<file path="config.mk">
export PLATFORM = sky130hd
export DESIGN_NAME = hsc_cfg_regs
export DESIGN_NICKNAME = d
export VERILOG_FILES = /design/src/rtl/hsc_pkg.sv /design/src/rtl/hsc_cfg_regs.sv
export SDC_FILE = /design/constraint.sdc
export NUM_CORES = 1
export LEC_CHECK = 0
export ABC_AREA = 0
export BUFFER_PORTS_ARGS = -buffer_cell sky130_fd_sc_hd__clkbuf_2
export CAP_MARGIN = 20
export CORE_UTILIZATION = 45
export DETAILED_ROUTE_END_ITERATION = 6
export GPL_ROUTABILITY_DRIVEN = 0
export PLACE_DENSITY = 0.75
export SETUP_SLACK_MARGIN = 0.15
export SYNTH_ARGS = -nofsm -noshare
export SYNTH_HDL_FRONTEND = slang
export SYNTH_SLANG_ARGS = --single-unit
export TNS_END_PERCENT = 1
</file>
<file path="constraint.sdc">
create_clock -name clk -period 0.8 [get_ports clk]
set_input_delay 0.04 -clock clk [delete_from_list [all_inputs] [get_ports clk]]
set_output_delay 0.04 -clock clk [all_outputs]
set_load 0.01 [all_outputs]
</file>
<file path="src/rtl/hsc_pkg.sv">
`default_nettype none
package hsc_pkg;

	localparam int unsigned T_STAGES   = 3;
	localparam int unsigned H_STAGES   = 8;
	localparam int unsigned NUM_STAGES = T_STAGES + H_STAGES;

	localparam logic signed [31:0] FINE_OFFSET = 32'sd76800;
	localparam logic signed [31:0] P_ROUND     = 32'sd16384;
	localparam logic signed [31:0] R_OFFSET    = 32'sd32768;
	localparam logic signed [31:0] Q_OFFSET    = 32'sd2097152;
	localparam logic signed [31:0] Q_ROUND     = 32'sd8192;
	localparam logic signed [31:0] HUM_MAX     = 32'sd419430400;

	typedef enum logic [2:0] {
		REG_T1   = 3'd0,
		REG_T2   = 3'd1,
		REG_T3   = 3'd2,
		REG_H2   = 3'd3,
		REG_H4   = 3'd4,
		REG_H5   = 3'd5,
		REG_HB   = 3'd6
	} reg_idx_t;

	typedef struct packed {
		logic        [15:0] t1;
		logic signed [15:0] t2;
		logic signed [15:0] t3;
		logic signed [15:0] h2;
		logic signed [11:0] h4;
		logic signed [11:0] h5;
		logic        [7:0]  h1;
		logic        [7:0]  h3;
		logic signed [7:0]  h6;
	} coeffs_t;

endpackage
`default_nettype wire

</file>
<file path="src/rtl/hsc_cfg_regs.sv">
`default_nettype none
module hsc_cfg_regs (
	input  wire logic               clk,
	input  wire logic               arst_n,
	input  wire logic               cfg_we,
	input  wire logic [2:0]         cfg_index,
	input  wire logic [23:0]        cfg_wdata,
	output hsc_pkg::coeffs_t        coeffs
);

	hsc_pkg::coeffs_t coeffs_q;

	always_ff @(posedge clk or negedge arst_n) begin
		if (!arst_n) begin
			coeffs_q <= '0;
		end else if (cfg_we) begin
			unique case (cfg_index)
				hsc_pkg::REG_T1: coeffs_q.t1 <= cfg_wdata[15:0];
				hsc_pkg::REG_T2: coeffs_q.t2 <= $signed(cfg_wdata[15:0]);
				hsc_pkg::REG_T3: coeffs_q.t3 <= $signed(cfg_wdata[15:0]);
				hsc_pkg::REG_H2: coeffs_q.h2 <= $signed(cfg_wdata[15:0]);
				hsc_pkg::REG_H4: coeffs_q.h4 <= $signed(cfg_wdata[11:0]);
				hsc_pkg::REG_H5: coeffs_q.h5 <= $signed(cfg_wdata[11:0]);
				hsc_pkg::REG_HB: begin
					coeffs_q.h1 <= cfg_wdata[7:0];
					coeffs_q.h3 <= cfg_wdata[15:8];
					coeffs_q.h6 <= $signed(cfg_wdata[23:16]);
				end
				default: ;
			endcase
		end
	end

	assign coeffs = coeffs_q;

endmodule
`default_nettype wire

</file>
======== Word-level counts from Yosys, hierarchy flattened ========
Cells that the tools add are included.
word-level totals
  register bits after elaboration ......... 112
  latch bits .............................. 0
  RAM bits ................................ 0
  bits in read-only memories .............. 0
  input port bits ......................... 30
  output and inout port bits .............. 112
  logic and storage cells ................. 23
  memories kept ........................... 0
cells by class
  add/sub/neg operators ................... 0
  $mul .................................... 0
  div/mod/pow operators ................... 0
  order comparisons ....................... 0
  equality and inequality tests ........... 6
  shift operators ......................... 0
  multiplexer cells ....................... 0
  bitwise logic cells ..................... 0
  reduce and logical (&&, ||, !) cells .... 8
operator list
  cell                                                  count
  AND reduction 2 bit                                   7
  equality test 3 bit (second input constant)           3
  equality test 3 x 2 -> 1 bit (second input constant)  2
  equality test 3 x 1 -> 1 bit (second input constant)  1
  zero test 3 bit                                       1

======== Depth between registers and ports, before layout ========
  depth in word-level cells ............... 2
  gate-level depth with buffers ........... 5
  mapped depth without buffers ............ 2

======== Least setup slack after synthesis ========
Ideal clock, no wire load.
  path type ............................... input to register
  from .................................... input port cfg_index[1]
  to ...................................... register coeffs_q (netlist bit coeffs[103])
  setup time .............................. 0.125 ns
  arrival time ............................ 1.104 ns
  required time ........................... 0.675 ns
  slack ................................... -0.429 ns
  stages on the path ...................... 4
  buffers on the path ..................... 2
  path through ............................ buf_6 nor4b_4 buf_6 mux2_2
between the ends
  word-level cells in the longest chain between the ends .. 2
RTL lines
  element                        RTL line            text
  from (decl)                    hsc_cfg_regs.sv:6   input wire logic [2:0] cfg_index,
  zero test 3 bit                hsc_cfg_regs.sv:17  unique case (cfg_index)
  AND reduction 2 bit (no line)  n/a
  to (decl)                      hsc_cfg_regs.sv:11  hsc_pkg::coeffs_t coeffs_q;
Every way passes these cells.
A chain may end at the register's enable or synchronous reset.

======== Worst setup path after layout ========
  from .................................... register coeffs_q (netlist bit coeffs[31])
  to ...................................... output port coeffs[31] (netlist name)
RTL lines
  element    RTL line           text
  to (decl)  hsc_cfg_regs.sv:8  output hsc_pkg::coeffs_t coeffs
No word-level cell between the ends.

==> results.md <==
* Status: finished, violations left
* Violated checks: negative hold slack, negative setup slack
* Bufs and invs on worst path at 1
* Switching fraction of total power at 29.3%
* Min Tclk post-route at 961 ps
* Initial Utilization at 46.7%
* Worst-path cell chain: buf_6
* Top cell family by delay on the critical path: flip-flops
* PnR worst setup slack at -161 ps
* Wire per inst at 16.8 um
* Number of port buffers at 141
* Yosys reg bits at 112
* Fin util at 61.8%
* Inst Count DP at 524
* Cell Count, Final, Fillers Out at 548
* Router iterations before antenna repair at 4
* Sequential area share after synthesis at 64.4%
* DRC Markers at 0
* Worst-Skew Late Latency at 360 ps
* Number of flip-flops under the largest register name at 112
* Count of cell types in the netlist at 11
* GR Util met3 at 3.62%
* Clk root buf: clkbuf_8
* Clk slew on worst S/H paths at 110 ps
* Met2 Use GR at 30.7%
* Syn. warnings at 0
* P_leak at 2.84 nW
* Worst path slowest cell: dfrtp_1
* Die Ht at 100 um
* Int Power at 10.5 mW
* Max-slew violation count at 0
* Htree depth at 3
* Worst endpoint required time at 760 ps
* Cells after Synth at 242
* Setup-failing EPs final at 121
* Critical Path Sink Type: primary output
* Inserted Clock Buffers at 9
* Final hold vios at 17
* Setup_tns at -14100 ps
* Antenna Cells at 0
* RSZ-0062 raised after global routing: true
* Worst Path Arrival at 920 ps
* Post-synth net total at 272
* Die Width at 100 um
* Dpl hpwl at 6.56 mm
* Combinational power share at 25.9%
* PD cells at 2580 nW/um^2
* Pre-CTS WS at -458 ps
* Grt ovf at 0
* Post-detailed-routing wire length at 9.22 mm
* Area Overhead vs Synth at 32.4%
* Row count at 35
* Synthesized area at 4350 sq um
* Maximum VDD drop at 1060 uV
* Placed cell area at 5390 sq um
* Max cap viols at 0
* Max Clk Rate at 1040 MHz
* CTS Sinks at 112
* Slew HR at 81.2%
* Crit path max fanout at 2
* Synthesized area per cell at 18.0 sq um
* Clock Skews at 0 ps
* Nets at 444
* Clock share of power at 23.0%
* Period utilization at 120%
* Detailed router's first-iteration violation count at 42
* Busiest layer in global routing: met2
* Final ANT Viol Nets at 0
* I/O pin cnt at 142
* Vias in the first global route at 2658
* CP Launch Type: flip-flop
* GR Util met1 at 26.4%
* Gr usage total at 19.2%
* Layout cells sized above 1 at 71.4%
* Core Area at 9330 sq um
* Max incr delay on CP at 430 ps
* Hold_ws at -86.8 ps
* Hold crit path type: input pin to flip-flop
* Final Cell Area at 5760 sq um
* Via density at 4.87
* P_sw at 4.35 mW
* Clock tree from TritonCTS: yes
* Initial antenna violation count at 0
* WS Path Type: flip-flop to primary output
* Die area at 10100 sq um
* First-pass GRT wire length at 14.4 mm
* Largest net degree at the start of global routing at 53
* Worst-margin pin slew at 281 ps
* CTS Buffer Depth at 2
* Via Count at 2669
* Share of power burned in registers at 51.1%
-- kinds of logic (layout without fill, tap and decap cells) --
kind of cell / count (synthesis) / count (layout) / share of synthesized area [%]
simple gates: 7 / 7 / 2.30
buf+inv: 11 / 188 / 2.64
mux: 112 / 112 / 30.7
flops: 112 / 112 / 64.4
-- layout make-up --
class / count / area (sq um)
clock buffers: 9 / 124
clock inverters: 7 / 78.8
fillers: 727 / 3560
multi-input cells: 119 / 1470
flip-flops and latches: 112 / 2800
well taps: 129 / 161
repair buffers: 172 / 1130
-- final timing paths --
path	startpoint	endpoint	slack, ps	depth (start not counted)
min in group asynchronous	arst_n	coeffs[13]	60	2
max reg2reg	coeffs[109]	coeffs[109]	-90	2
max in group asynchronous	arst_n	coeffs[39]	250	3
max	coeffs[31]	coeffs[31]	-160	1
min reg2reg	coeffs[21]	coeffs[21]	510	1
min	cfg_wdata[20]	coeffs[4]	-90	2
-- routing by layer --
metal / share of wire (%) / vias up
li1: - / 1209
met1: 48 / 1362
met2: 47 / 89
met3: 4.0 / 9
met4: 1.3 / 0
met5: 0 / -
-- Yosys cell counts --
cell | number | area [sq um]
dfrtp_1 | 112 | 2800
mux2_2 | 92 | 1040
mux2_4 | 20 | 300
buf_6 | 4 | 45.0
and4bb_2 | 3 | 37.5
buf_2 | 3 | 15.0
buf_12 | 2 | 40.0
buf_4 | 2 | 15.0
nand4b_2 | 2 | 30.0
nand4b_1 | 1 | 8.76
nor4b_4 | 1 | 23.8
-- layout by cell type, fill, tap and decap left out, drive strengths merged --
cell and n:
dfrtp 112, dlygate4sd3 7, inv 2, buf 27
nand4b 3, and4bb 3, bufinv 1, mux2 112
nor4b 1, clkinvlp 1, clkbuf 147, clkinv 3
-- through the flow --
step                      total power, mW  hold WS, ps
final                                14.9        -86.8
after detailed placement             11.5        -85.0
after global placement               11.3        -83.7
after floorplan                      9.54         -256
after global routing                 15.6         -101
after CTS                            15.0         -104
-- timing repair --
item	4_1_cts	5_1_grt
setup buffers	1	0
hold endpoints to repair	144	21
pin swaps	2	0
hold buffers	6	1
endpoints found under the setup margin	224	249
resized for setup	12	11
-- power groups by stage --
| stage | Combinational [mW] | Sequential [mW] | Clock [mW] |
|---|---|---|---|
| 4_1_cts | 3.86 | 7.60 | 3.54 |
| 6_report | 3.85 | 7.59 | 3.42 |
| 3_3_place_gp | 3.68 | 7.65 | 0 |
| 5_1_grt | 4.16 | 7.75 | 3.73 |
| 3_5_place_dp | 3.76 | 7.70 | 0 |
| 2_1_floorplan | 1.33 | 8.21 | 0 |
No activity file was read; power rests on OpenSTA's default activity.
