## src/rtl/hsc_pkg.sv

```systemverilog
`default_nettype none
package hsc_pkg;

	localparam int unsigned T_STAGES   = 3;
	localparam int unsigned H_STAGES   = 8;
	localparam int unsigned NUM_STAGES = T_STAGES + H_STAGES;

	localparam logic signed [31:0] FINE_OFFSET = 32'sd76800;
	localparam logic signed [31:0] P_ROUND     = 32'sd16384;
	localparam logic signed [31:0] R_OFFSET    = 32'sd32768;
	localparam logic signed [31:0] Q_OFFSET    = 32'sd2097152;
	localparam logic signed [31:0] Q_ROUND     = 32'sd8192;
	localparam logic signed [31:0] HUM_MAX     = 32'sd419430400;

	typedef enum logic [2:0] {
		REG_T1   = 3'd0,
		REG_T2   = 3'd1,
		REG_T3   = 3'd2,
		REG_H2   = 3'd3,
		REG_H4   = 3'd4,
		REG_H5   = 3'd5,
		REG_HB   = 3'd6
	} reg_idx_t;

	typedef struct packed {
		logic        [15:0] t1;
		logic signed [15:0] t2;
		logic signed [15:0] t3;
		logic signed [15:0] h2;
		logic signed [11:0] h4;
		logic signed [11:0] h5;
		logic        [7:0]  h1;
		logic        [7:0]  h3;
		logic signed [7:0]  h6;
	} coeffs_t;

endpackage
`default_nettype wire

```

## src/rtl/hsc_pipe_ctrl.sv

```systemverilog
`default_nettype none
module hsc_pipe_ctrl (
	input  wire logic                           clk,
	input  wire logic                           arst_n,
	input  wire logic                           in_valid,
	output logic                                in_ready,
	output logic                                out_valid,
	input  wire logic                           out_ready,
	output logic [hsc_pkg::NUM_STAGES-1:0]      en
);

	logic [hsc_pkg::NUM_STAGES-1:0] vld_q;
	logic [hsc_pkg::NUM_STAGES-1:0] vld_in;

	always_comb begin
		en[hsc_pkg::NUM_STAGES-1] = !vld_q[hsc_pkg::NUM_STAGES-1] | out_ready;
		for (int i = hsc_pkg::NUM_STAGES - 2; i >= 0; i--) begin
			en[i] = !vld_q[i] | en[i+1];
		end
	end

	assign vld_in = {vld_q[hsc_pkg::NUM_STAGES-2:0], in_valid};

	always_ff @(posedge clk or negedge arst_n) begin
		if (!arst_n) begin
			vld_q <= '0;
		end else begin
			for (int i = 0; i < hsc_pkg::NUM_STAGES; i++) begin
				if (en[i]) begin
					vld_q[i] <= vld_in[i];
				end
			end
		end
	end

	assign in_ready  = en[0];
	assign out_valid = vld_q[hsc_pkg::NUM_STAGES-1];

endmodule
`default_nettype wire

```

## config.mk

```make
export PLATFORM = sky130hd
export DESIGN_NAME = hsc_pipe_ctrl
export DESIGN_NICKNAME = d
export VERILOG_FILES = /design/src/rtl/hsc_pkg.sv /design/src/rtl/hsc_pipe_ctrl.sv
export SDC_FILE = /design/constraint.sdc
export NUM_CORES = 1
export LEC_CHECK = 0
export ABC_AREA = 1
export BUFFER_PORTS_ARGS = -buffer_cell sky130_fd_sc_hd__buf_2
export CORE_MARGIN = 2
export CORE_UTILIZATION = 33
export DETAILED_ROUTE_END_ITERATION = 8
export GPL_ROUTABILITY_DRIVEN = 0
export PLACE_DENSITY_LB_ADDON = 0.05
export SLEW_MARGIN = 0
export SYNTH_ARGS = -nofsm -noshare
export SYNTH_HDL_FRONTEND = slang
export SYNTH_SLANG_ARGS = --single-unit
```

## constraint.sdc

```tcl
create_clock -name clk -period 3.4 [get_ports clk]
set_input_delay 0.68 -clock clk [delete_from_list [all_inputs] [get_ports clk]]
set_output_delay 0.68 -clock clk [all_outputs]
set_load 0.1 [all_outputs]
```

# After elaboration in Yosys (flattened, before gate mapping)
# Cells that the tools add are included.
dict set report word_totals {
  ff_bits 11
  in_bits 4
  output_inout_bits 13
  word_cells 33
}
dict set report op_classes {
  n_bitwise 11
  reduce_logical 11
}
# cell count
set ops {}
lappend ops {{zero test 1 bit} 11}
lappend ops {{OR 1 bit} 11}

# Longest topological paths before layout
dict set report depth {
  depth_word 12
  mapped_depth 7
  depth_no_buf 7
}

# Worst setup path before layout
# OpenSTA, ideal clock, no wires.
dict set report synth_timing {
  path_type {register -> output}
  from {register vld_q[10] (netlist bit)}
  to {output port en[0] (netlist bit)}
  arrival_time_ns 3.701
  required_ns 2.720
  path_slack_ns -0.981
  path_stages_with_launch 7
  cell_sequence {dfrtp_1 nand4_4 nor2_4 nand4_4 nor2_4 nand4_2 buf_4}
}
dict set report synth_via {
  elab_chain_len 12
}
# element line
set synth_lines {}
lappend synth_lines {{start: declaration} hsc_pipe_ctrl.sv:12} ;# logic [hsc_pkg::NUM_STAGES-1:0] vld_q;
lappend synth_lines {{start signal: indexed assignment} hsc_pipe_ctrl.sv:30} ;# vld_q[i] <= vld_in[i];
lappend synth_lines {{zero test 1 bit} hsc_pipe_ctrl.sv:16} ;# en[hsc_pkg::NUM_STAGES-1] = !vld_q[hsc_pkg::NUM_STAGES-1] | out_ready;
lappend synth_lines {{OR 1 bit} hsc_pipe_ctrl.sv:16}
lappend synth_lines {{OR 1 bit (2 in series)} hsc_pipe_ctrl.sv:18} ;# en[i] = !vld_q[i] | en[i+1];
lappend synth_lines {{via en (one bit)} hsc_pipe_ctrl.sv:9} ;# output logic [hsc_pkg::NUM_STAGES-1:0] en
lappend synth_lines {{OR 1 bit (4 in series)} hsc_pipe_ctrl.sv:18}
lappend synth_lines {{via en (one bit)} hsc_pipe_ctrl.sv:9}
lappend synth_lines {{OR 1 bit (4 in series)} hsc_pipe_ctrl.sv:18}
lappend synth_lines {{end: declaration} hsc_pipe_ctrl.sv:9}
# The timed path passes the listed nets, and every way through them passes these cells.

# Final worst setup path
dict set report layout_timing {
  from {input port out_ready}
  to {output port en[0] (netlist bit)}
}
dict set report layout_via {
  elab_chain_len 11
}
# element line
set layout_lines {}
lappend layout_lines {{start: declaration} hsc_pipe_ctrl.sv:8} ;# input wire logic out_ready,
lappend layout_lines {{OR 1 bit} hsc_pipe_ctrl.sv:16}
lappend layout_lines {{OR 1 bit (10 in series)} hsc_pipe_ctrl.sv:18}
# No other way between the ends.

==> results.txt <==
- The most numerous cell type found on the critical path is nand4_4.
- CP Class: input port to output port
- The register with the most flip-flops in the layout has 11 of them.
- The clock period could shrink to 2.62 ns.
- Final setup violation count: 0
- Post-Synthesis Cells: 46
- Each instance of the synthesized netlist takes up on average 10.5 µm².
- For this design the ratio of total power to cell area is 976 nW/µm².
- Post-DR vias/cell: 4.21
- Count of input and output buffers: 16
* Detailed Route WL: 744 µm
- Clock sink count: 11
- The tool flagged a number of max-cap violations equal to 0.
- Number of distinct library cells after synthesis: 10
- For this configuration, the core starts out at a cell density of 0.362.
- DRC: 0
- At the pin with the least slew margin, the transition time is 0.489 ns.
- Minimum hold slack: 0.270 ns
* Slew Viols, Final: 0
* Area added between synthesis and finish: 29.5%
- Die height: 42.3 µm
- Fin nets: 70
* Antenna cell count: 0
* Wire per inst: 9.30 µm
- Detailed-router iteration count before antenna repair: 1
* Largest stage delay on the critical path: 0.31 ns
* Post-detailed-placement half-perimeter wirelength: 611 µm
* Overall global routing resource usage: 0.114
* Antenna violations before repair: 0
- The final number of hold-violating endpoints was 0.
- At the later pin of the worst-skew pair, clock insertion delay measures 0.26 ns.
* Arrival time of the worst setup path: 1.94 ns
- Global routing finished with a remaining overflow of 0.
- The worst-case IR drop observed on VDD is 0.000390 V.
- Across the routed clock network, the largest skew measured is 0.000689 ns.
- Hold crit path type: input port to async pin
* Iter 0 DRT Violations: 0
- Fin crit share: 0.772
- Measured against its own limit, the worst slew margin works out to 0.676.
* Area share of the largest cell type after synthesis: 0.570
- The via count of the first global-routing pass came to 343.
* Largest cells by area after synthesis: dfrtp_1, inv_1, nand2_1, nand4_4, nor2_4
- The flow ran to the end, and the final reports show no timing, DRC or antenna violations.
- Setup repair after global routing missed its margin: false
- Number of CTS-inserted buffers: 3
- In this run, post-CTS hold repair placed 0 buffers.
- Total number of vias: 337
* Site row count: 13
- Counting flops and latches in the post-synthesis netlist gives 11.
- Final total negative setup slack: 0 ns
- Cell with the largest stage delay on the worst path: buf_2
- Maximum number of pins on one net before global-route repair: 12
* CORE AREA: 1330 µm²
- The worst setup path is launched from an input port.
- Die Width: 42.3 µm
* Global-route wire length before repair: 1.48 mm
- CP Data Required Time: 2.72 ns
* Top reg by flops: vld_q
* Post-CTS setup repair buffer count: 0
- The number of nets in the synthesized netlist is 50.
- CTS built an H-tree with a depth of 1.
- Largest regs: vld_q x11
* Number of antenna-violating nets in the routed design: 0
- Most area-hungry cell type in the Yosys netlist: dfrtp_1
- For this run, the top clock speed supported by timing is 381 MHz.
- CTS clk-pin slew, worst paths: 0.07 ns
- Clock tree from TritonCTS: yes
- In this run the worst path has a maximum fanout of 5.
* Sequential-to-total area share from yosys stat: 0.570
* Die ar.: 1790 µm²
* I/O pin count: 17
- In this run the static leakage power is 0.313 nW.
- The critical path goes through buf_2 > inv_12 > nand4_4 > nor2_4 > nand4_4 > nor2_4 > nand4_4 > buf_2.
- Fraction of final layout cells with drive strength greater than 1: 0.446
- CTS resizes: 0
* Element type at the critical path end: output port
- Root buffer cell: clkbuf_4
- Clock tree buffer depth: 2
- Yosys warns: 0
* Post-Synthesis Cell Area: 483 µm²
-- cell type report --
| cell class | instances | area, µm² |
|---|---|---|
| Fill cell | 150 | 708 |
| Sequential cell | 11 | 279 |
| Multi-Input combinational cell | 22 | 164 |
| Timing Repair Buffer | 16 | 80.1 |
| Inverter | 12 | 57.6 |
| Clock buffer | 4 | 26.3 |
| Tap cell | 15 | 18.8 |
-- Yosys cell counts --
| cell | instances |
|---|---|
| buf_4 | 1 |
| dfrtp_1 | 11 |
| inv_1 | 12 |
| nand2_1 | 12 |
| nand3_1 | 2 |
| nand3_2 | 1 |
| nand4_2 | 1 |
| nand4_4 | 2 |
| nor2_4 | 2 |
| or2_2 | 2 |
-- per-layer routing --
layer / global-route usage / up-vias / share of wire
li1: - / 177 / -
met1: 0.144 / 149 / 0.45
met2: 0.154 / 11 / 0.47
met3: 0.0517 / 0 / 0.077
met4: 0.0750 / 0 / 0
met5: 0 / - / 0
-- final timing paths --
kind                           start         to  slack [ns]  cells past startpoint
max                        out_ready      en[0]        0.78                      8
max in group asynchronous     arst_n  vld_q[10]        2.91                      1
min reg2reg                 vld_q[3]   vld_q[4]        0.48                      2
min in group clk            vld_q[3]   vld_q[4]        0.48                      2
max reg2reg                 vld_q[9]   vld_q[0]        2.09                      6
min                           arst_n  vld_q[10]        0.27                      1
-- kinds of logic (layout without fill, tap and decap cells) --
| kind of cell | count (synthesis) | after routing | share of synthesized area |
|---|---|---|---|
| DFF | 11 | 11 | 0.570 |
| buffers and inverters | 13 | 32 | 0.109 |
| and+or+nand+nor | 22 | 22 | 0.321 |
-- stage by stage --
step	utilization	worst slack, ns	area, µm²	instances	power, mW
final	0.469	0.777	626	80	0.610
after global routing	0.469	0.655	626	80	0.647
after CTS	0.469	0.750	626	80	0.621
after detailed placement	0.449	0.750	599	76	0.529
after global placement	0.449	0.751	599	76	0.530
after floorplan	-	-0.149	520	46	0.489
-- layout by cell type, fill, tap and decap left out, drive strengths merged --
cell type,count
or2,2
nand3,3
nor2,2
buf,16
clkbuf,4
inv,12
nand2,12
dfrtp,11
nand4,3
-- report_power, final --
group          switching (mW)  internal, mW  total [mW]  leakage, nW
combinational           0.283        0.0543       0.337        0.186
sequential             0.0271         0.158       0.185        0.112
clock                  0.0426        0.0453      0.0880       0.0150
total                   0.353         0.258       0.610        0.313
-- critical path, delay by kind of cell --
kind          cells  cell delay, ns
buf+inv           3            0.51
simple gates      5            0.75
No activity file was read; power rests on OpenSTA's default activity.
