===== src/rtl/hsc_pkg.sv =====
`default_nettype none
package hsc_pkg;

	localparam int unsigned T_STAGES   = 3;
	localparam int unsigned H_STAGES   = 8;
	localparam int unsigned NUM_STAGES = T_STAGES + H_STAGES;

	localparam logic signed [31:0] FINE_OFFSET = 32'sd76800;
	localparam logic signed [31:0] P_ROUND     = 32'sd16384;
	localparam logic signed [31:0] R_OFFSET    = 32'sd32768;
	localparam logic signed [31:0] Q_OFFSET    = 32'sd2097152;
	localparam logic signed [31:0] Q_ROUND     = 32'sd8192;
	localparam logic signed [31:0] HUM_MAX     = 32'sd419430400;

	typedef enum logic [2:0] {
		REG_T1   = 3'd0,
		REG_T2   = 3'd1,
		REG_T3   = 3'd2,
		REG_H2   = 3'd3,
		REG_H4   = 3'd4,
		REG_H5   = 3'd5,
		REG_HB   = 3'd6
	} reg_idx_t;

	typedef struct packed {
		logic        [15:0] t1;
		logic signed [15:0] t2;
		logic signed [15:0] t3;
		logic signed [15:0] h2;
		logic signed [11:0] h4;
		logic signed [11:0] h5;
		logic        [7:0]  h1;
		logic        [7:0]  h3;
		logic signed [7:0]  h6;
	} coeffs_t;

endpackage
`default_nettype wire


===== src/rtl/hsc_temp_pipe.sv =====
`default_nettype none
module hsc_temp_pipe (
	input  wire logic                         clk,
	input  wire logic [hsc_pkg::T_STAGES-1:0] en,
	input  wire hsc_pkg::coeffs_t             coeffs,
	input  wire logic [19:0]                  raw_temperature,
	input  wire logic [15:0]                  raw_humidity,
	output logic signed [31:0]                fine_s3,
	output logic signed [31:0]                x_s3,
	output logic [15:0]                       adc_h_s3
);

	logic signed [31:0] diff_a;
	logic signed [31:0] diff_d;
	logic signed [31:0] t2_ext;
	logic signed [31:0] t3_ext;
	logic signed [31:0] fine_next;

	logic signed [31:0] prod_a_s1;
	logic signed [31:0] dd_s1;
	logic [15:0]        adc_h_s1;
	logic signed [31:0] a_s2;
	logic signed [31:0] bp_s2;
	logic [15:0]        adc_h_s2;

	assign t2_ext = $signed({{16{coeffs.t2[15]}}, coeffs.t2});
	assign t3_ext = $signed({{16{coeffs.t3[15]}}, coeffs.t3});
	assign diff_a = $signed({15'd0, raw_temperature[19:3]} - {15'd0, coeffs.t1, 1'b0});
	assign diff_d = $signed({16'd0, raw_temperature[19:4]} - {16'd0, coeffs.t1});

	always_ff @(posedge clk) begin
		if (en[0]) begin
			prod_a_s1 <= diff_a * t2_ext;
			dd_s1     <= diff_d * diff_d;
			adc_h_s1  <= raw_humidity;
		end
	end

	always_ff @(posedge clk) begin
		if (en[1]) begin
			a_s2     <= prod_a_s1 >>> 11;
			bp_s2    <= (dd_s1 >>> 12) * t3_ext;
			adc_h_s2 <= adc_h_s1;
		end
	end

	assign fine_next = a_s2 + (bp_s2 >>> 14);

	always_ff @(posedge clk) begin
		if (en[2]) begin
			fine_s3  <= fine_next;
			x_s3     <= fine_next - hsc_pkg::FINE_OFFSET;
			adc_h_s3 <= adc_h_s2;
		end
	end

endmodule
`default_nettype wire


===== config.mk =====
export PLATFORM = sky130hd
export DESIGN_NAME = hsc_temp_pipe
export DESIGN_NICKNAME = d
export VERILOG_FILES = /design/src/rtl/hsc_pkg.sv /design/src/rtl/hsc_temp_pipe.sv
export SDC_FILE = /design/constraint.sdc
export NUM_CORES = 2
export LEC_CHECK = 0
export BUFFER_PORTS_ARGS = -buffer_cell sky130_fd_sc_hd__buf_2
export CAP_MARGIN = 20
export CORE_UTILIZATION = 40
export DETAILED_ROUTE_END_ITERATION = 10
export PLACE_DENSITY = 0.55
export SETUP_SLACK_MARGIN = 0.5
export SYNTH_ARGS = -nofsm -noshare
export SYNTH_HDL_FRONTEND = slang
export SYNTH_SLANG_ARGS = --single-unit

===== constraint.sdc =====
create_clock -name clk -period 9 [get_ports clk]
set_input_delay 0 -clock clk [delete_from_list [all_inputs] [get_ports clk]]
set_output_delay 0 -clock clk [all_outputs]
set_load 0.01 [all_outputs]

After elaboration in Yosys (flattened, before gate mapping)
Cells that the tools add are included.
{ "word_totals": {"elab_cells": 16, "reg_bits": 219, "inputBits": 152, "output_inout_bits": 80} }
{ "classes": {"add_sub_neg": 4, "multipliers": 3} }
{ "ops": {"columns": ["cell", "count"], "rows": [
  ["$mul A17 B17 Y32", 1],
  ["$mul A18 B16 Y32", 1],
  ["$mul A20 B16 Y32", 1],
  ["$sub A22 B18 Y23 const B", 1],
  ["$add A21 B18 Y22", 1],
  ["$sub A17 B17 Y18", 1],
  ["$sub A16 B16 Y17", 1]
]} }

Logic depth before layout (Yosys ltp)
{ "depth": {"depth_word": 2, "depth_mapped": 36, "depth_no_buf": 35} }

Worst setup path after synthesis
No wires, ideal clock.
{ "synth_path": {"path_type": "in2reg", "start": "input raw_temperature[4]", "end": "register prod_a_s1[31], data pin", "t_arrival_ns": 7.608, "slack_ns": 1.125, "setup_time_ns": 0.268, "cell_stages": 32, "required_time_ns": 8.732, "path_buffers": 1, "cell_sequence": "inv_1 ha_1 inv_1 fa_1 a211o_1 o211ai_1 a211o_1 a31oi_1 a31oi_1 o21bai_1 a21oi_1 clkbuf_1 nand2_1 fa_1 inv_1 fa_1 fa_1 fa_1 fa_1 inv_1 fa_1 inv_1 ha_1 a21o_1 a21o_1 a21oi_1 nor2_1 a211oi_1 o22ai_1 o221a_2 xnor2_1 xnor3_1"} }
{ "synth_between": {"elab_chain_cells": 2} }
{ "synth_rtl": {"columns": ["element", "line", "rtl"], "rows": [
  ["start: declaration", "hsc_temp_pipe.sv:6", "input wire logic [19:0] raw_temperature,"],
  ["$sub A17 B17 Y18", "hsc_temp_pipe.sv:28", "assign diff_a = $signed({15'd0, raw_temperature[19:3]} - {15'd0, coeffs.t1, 1'b0});"],
  ["$mul A18 B16 Y32", "hsc_temp_pipe.sv:33", "prod_a_s1 <= diff_a * t2_ext;"],
  ["end signal: assignment", "hsc_temp_pipe.sv:33", null],
  ["end: declaration", "hsc_temp_pipe.sv:19", "logic signed [31:0] prod_a_s1;"]
]} }
Every way passes these cells.
A chain may end at the register's enable or synchronous reset.

Final worst setup path
Same ends and word-level chain as after synthesis.

==> results.cfg <==
[outcome]
status = complete, no violations

[synthesis]
synthTopCellsByArea = fa_1 (45%), edfxtp_1 (14%), inv_1 (10%)
syn_area_um2 = 36170
avgSynthCellArea_um2 = 9.846
async_flop_share = 0
ys.flop_type = edfxtp_1
synthAdderAreaFrac = 0.5475
synth_cell_types = 69
postSynthCellCount = 3674
netlist.top_cell.by_area = fa_1
synthMuxAreaShare = 0.0005880
synth_top_area_share = 0.4510
ys_ff_latch = 163
synth_simple_gate_area_frac = 0.1212
synth_nets = 4920
synth_edf_count = 163
synth_compound_area_frac = 0.03697
yosys_warnings = 0
synth_top_family_by_area = adder cells
seq_area_frac_synth = 0.1353
synthXorXnorAreaFrac = 0.03666

[worst_setup_path]
crit_start = raw_temperature[4]
end_kind = flip-flop
rrSetupSlack_ps = 1720
regToRegEndpoint = bp_s2[31]
cp.required_ps = 9190
critPathKind = input port to flip-flop
worstSetupEndpoint = prod_a_s1[31]
cp_slowest_cell = fa_1
r2r_start = dd_s1[22]
cp_max_fo = 17
reg2reg_depth = 22
slowest_delay_ps = 610
critPathLaunchType = input port
arrival_ps = 8180

[final_layout]
fillers = 8765
nets = 5012
drive_gt1_frac = 0.07251
multi_input_area_um2 = 26930
regArea_um2 = 4895
syn_to_final_growth_pct = 7.876
final_cell_mix = inv_1 (987), fa_1 (814), nand2_1 (459)
antenna_cells = 0
fin_cells = 4944
layout_commonest_cell = inv_1

[floorplanning]
dieArea_um2 = 91640
num_rows = 109
start_util = 0.4068
fp.coreArea_um2 = 88920
die_h_um = 302.7
pin_count = 232
die_w_um = 302.7

[timing]
skew_ps = 15.76
final-hold-violation-count = 0
drv_slew = 0
post-route-period-util = 0.8883
setup_tns_ps = 0
layout_setup_ws_ps = 1005
slew_headroom = 0.3464
fmax_mhz = 125.1
tightest_slew_ps = 979.3
min_period_ps = 7995
setup_viol = 0
rsz0062_at_grt = no

[placement]
post-place-ws_ps = 548.9
dp_hpwl_um = 69010
port_buffers = 164
dp_cells = 4896
place_congestion = 0.8347

[flow_run]
maxCapViolCount = 0

[clock_network]
tritoncts = yes
cts_buffers = 17
post_cts.repair.setup_buffers = 0
root_buffer = clkbuf_16
clk_pin_slew_ps = 70
clockBufferDepth = 2
clock_sinks = 163
clock_latency_ps = 450
h-tree-depth = 4

[hold_path]
hp-class = input port to flip-flop

[detailed_routing]
viasPerCell = 4.791
drt-total-wl_um = 84030
first_pass_iters = 5
drt-wirelength-per-cell_um = 17.00
ant_nets = 0
drtIter0Drc = 1172
drc = 0
vias = 23685

[grt]
grt_pass1_wl_um = 138100
grt.total_usage = 0.1947
grt_overflow = 0
grt_max_degree = 58
antenna_found_initial = 3
grt_pass1_vias = 25973
-- kinds of logic (layout without fill, tap and decap cells) --
kind of cell	count (synthesis)	in the layout
adders and majority gates	1094	1094
xor gates and xnor gates	149	149
muxes	2	2
and+or+nand+nor	922	922
buffers and inverters	1144	1249
DFF	163	163
AOI/OAI and AO/OA	200	200
-- layer usage --
layer,vias to the layer above,part of all wire,routed length (um),track usage
met5,-,0.00015,13,0
met4,2,0.018,1526,0.04235
met3,74,0.042,3559,0.02284
met2,462,0.49,41350,0.3367
met1,12238,0.45,37580,0.2622
li1,10909,-,-,-
-- worst max-delay path: cells and delay by family --
family / cells / cell delay, ps
fa+ha+maj: 9 / 3950
compound gates: 13 / 2730
buf+inv: 8 / 730
xor+xnor: 2 / 510
simple gates: 2 / 270
-- cell type report --
type,instances,area share
clock buffers,17,0.01090
clock inverters,15,0.005419
inverters,990,0.09523
multi-input cells,2367,0.6902
flip-flops and latches,163,0.1254
well taps,1165,0.03735
repair buffers,227,0.03546
-- how the worst min path moves through the flow --
stage / from / slack, ps / end / cells after the start
after global placement: raw_humidity[4] / 180 / adc_h_s1[4] / 1
after CTS: en[2] / 210 / adc_h_s3[15] / 2
final: en[2] / 200 / adc_h_s3[7] / 2
after floorplan: raw_humidity[0] / 100 / adc_h_s1[0] / 0
after global routing: en[2] / 240 / adc_h_s3[6] / 2
after detailed placement: raw_humidity[12] / 180 / adc_h_s1[12] / 1
-- state kept, by name, indices dropped and copies added (netlist names) --
name	cells
adc_h_s2	16
x_s3	13
fine_s3	22
a_s2	21
prod_a_s1	21
adc_h_s3	16
dd_s1	20
bp_s2	18
adc_h_s1	16
-- cell usage after synthesis (3+ instances only) --
library cell    n
buf_4          29
fa_1          815
edfxtp_1      163
a211o_1         8
xnor2_1       105
o21bai_1        6
nand3_1        10
o211ai_1        8
and3_1          6
or3_1           5
o31ai_1         3
ha_1          279
nand2b_1       35
a31oi_1         9
nand2_1       459
nand4_1         8
buf_1           4
nor2_1        106
inv_1         988
clkbuf_1      120
nor3_1         17
or4_1           3
a21boi_0        3
a31o_2          3
and2_1        230
a21o_1         17
nand3b_1        3
a21oi_1        68
xor2_1         42
nor2b_1        29
o21a_1         16
a211oi_1        8
o21ai_0        25
-- stage by stage --
step / instance area (um2) / utilization / hold slack [ps]
floorplan: 36170 / - / 98.87
global placement: 38230 / 0.4299 / 177.8
detailed placement: 38230 / 0.4299 / 178.5
CTS: 39020 / 0.4389 / 214.0
global route: 39020 / 0.4389 / 237.6
finish: 39020 / 0.4389 / 202.1
-- timing repair --
item	in CTS	in global routing
endpoints found under the hold margin	16	0
hold buffers	16	0
resized for setup	0	0
Power is not shown: default switching activity piles up to over one toggle a cycle in this logic, so the estimate is an artifact.
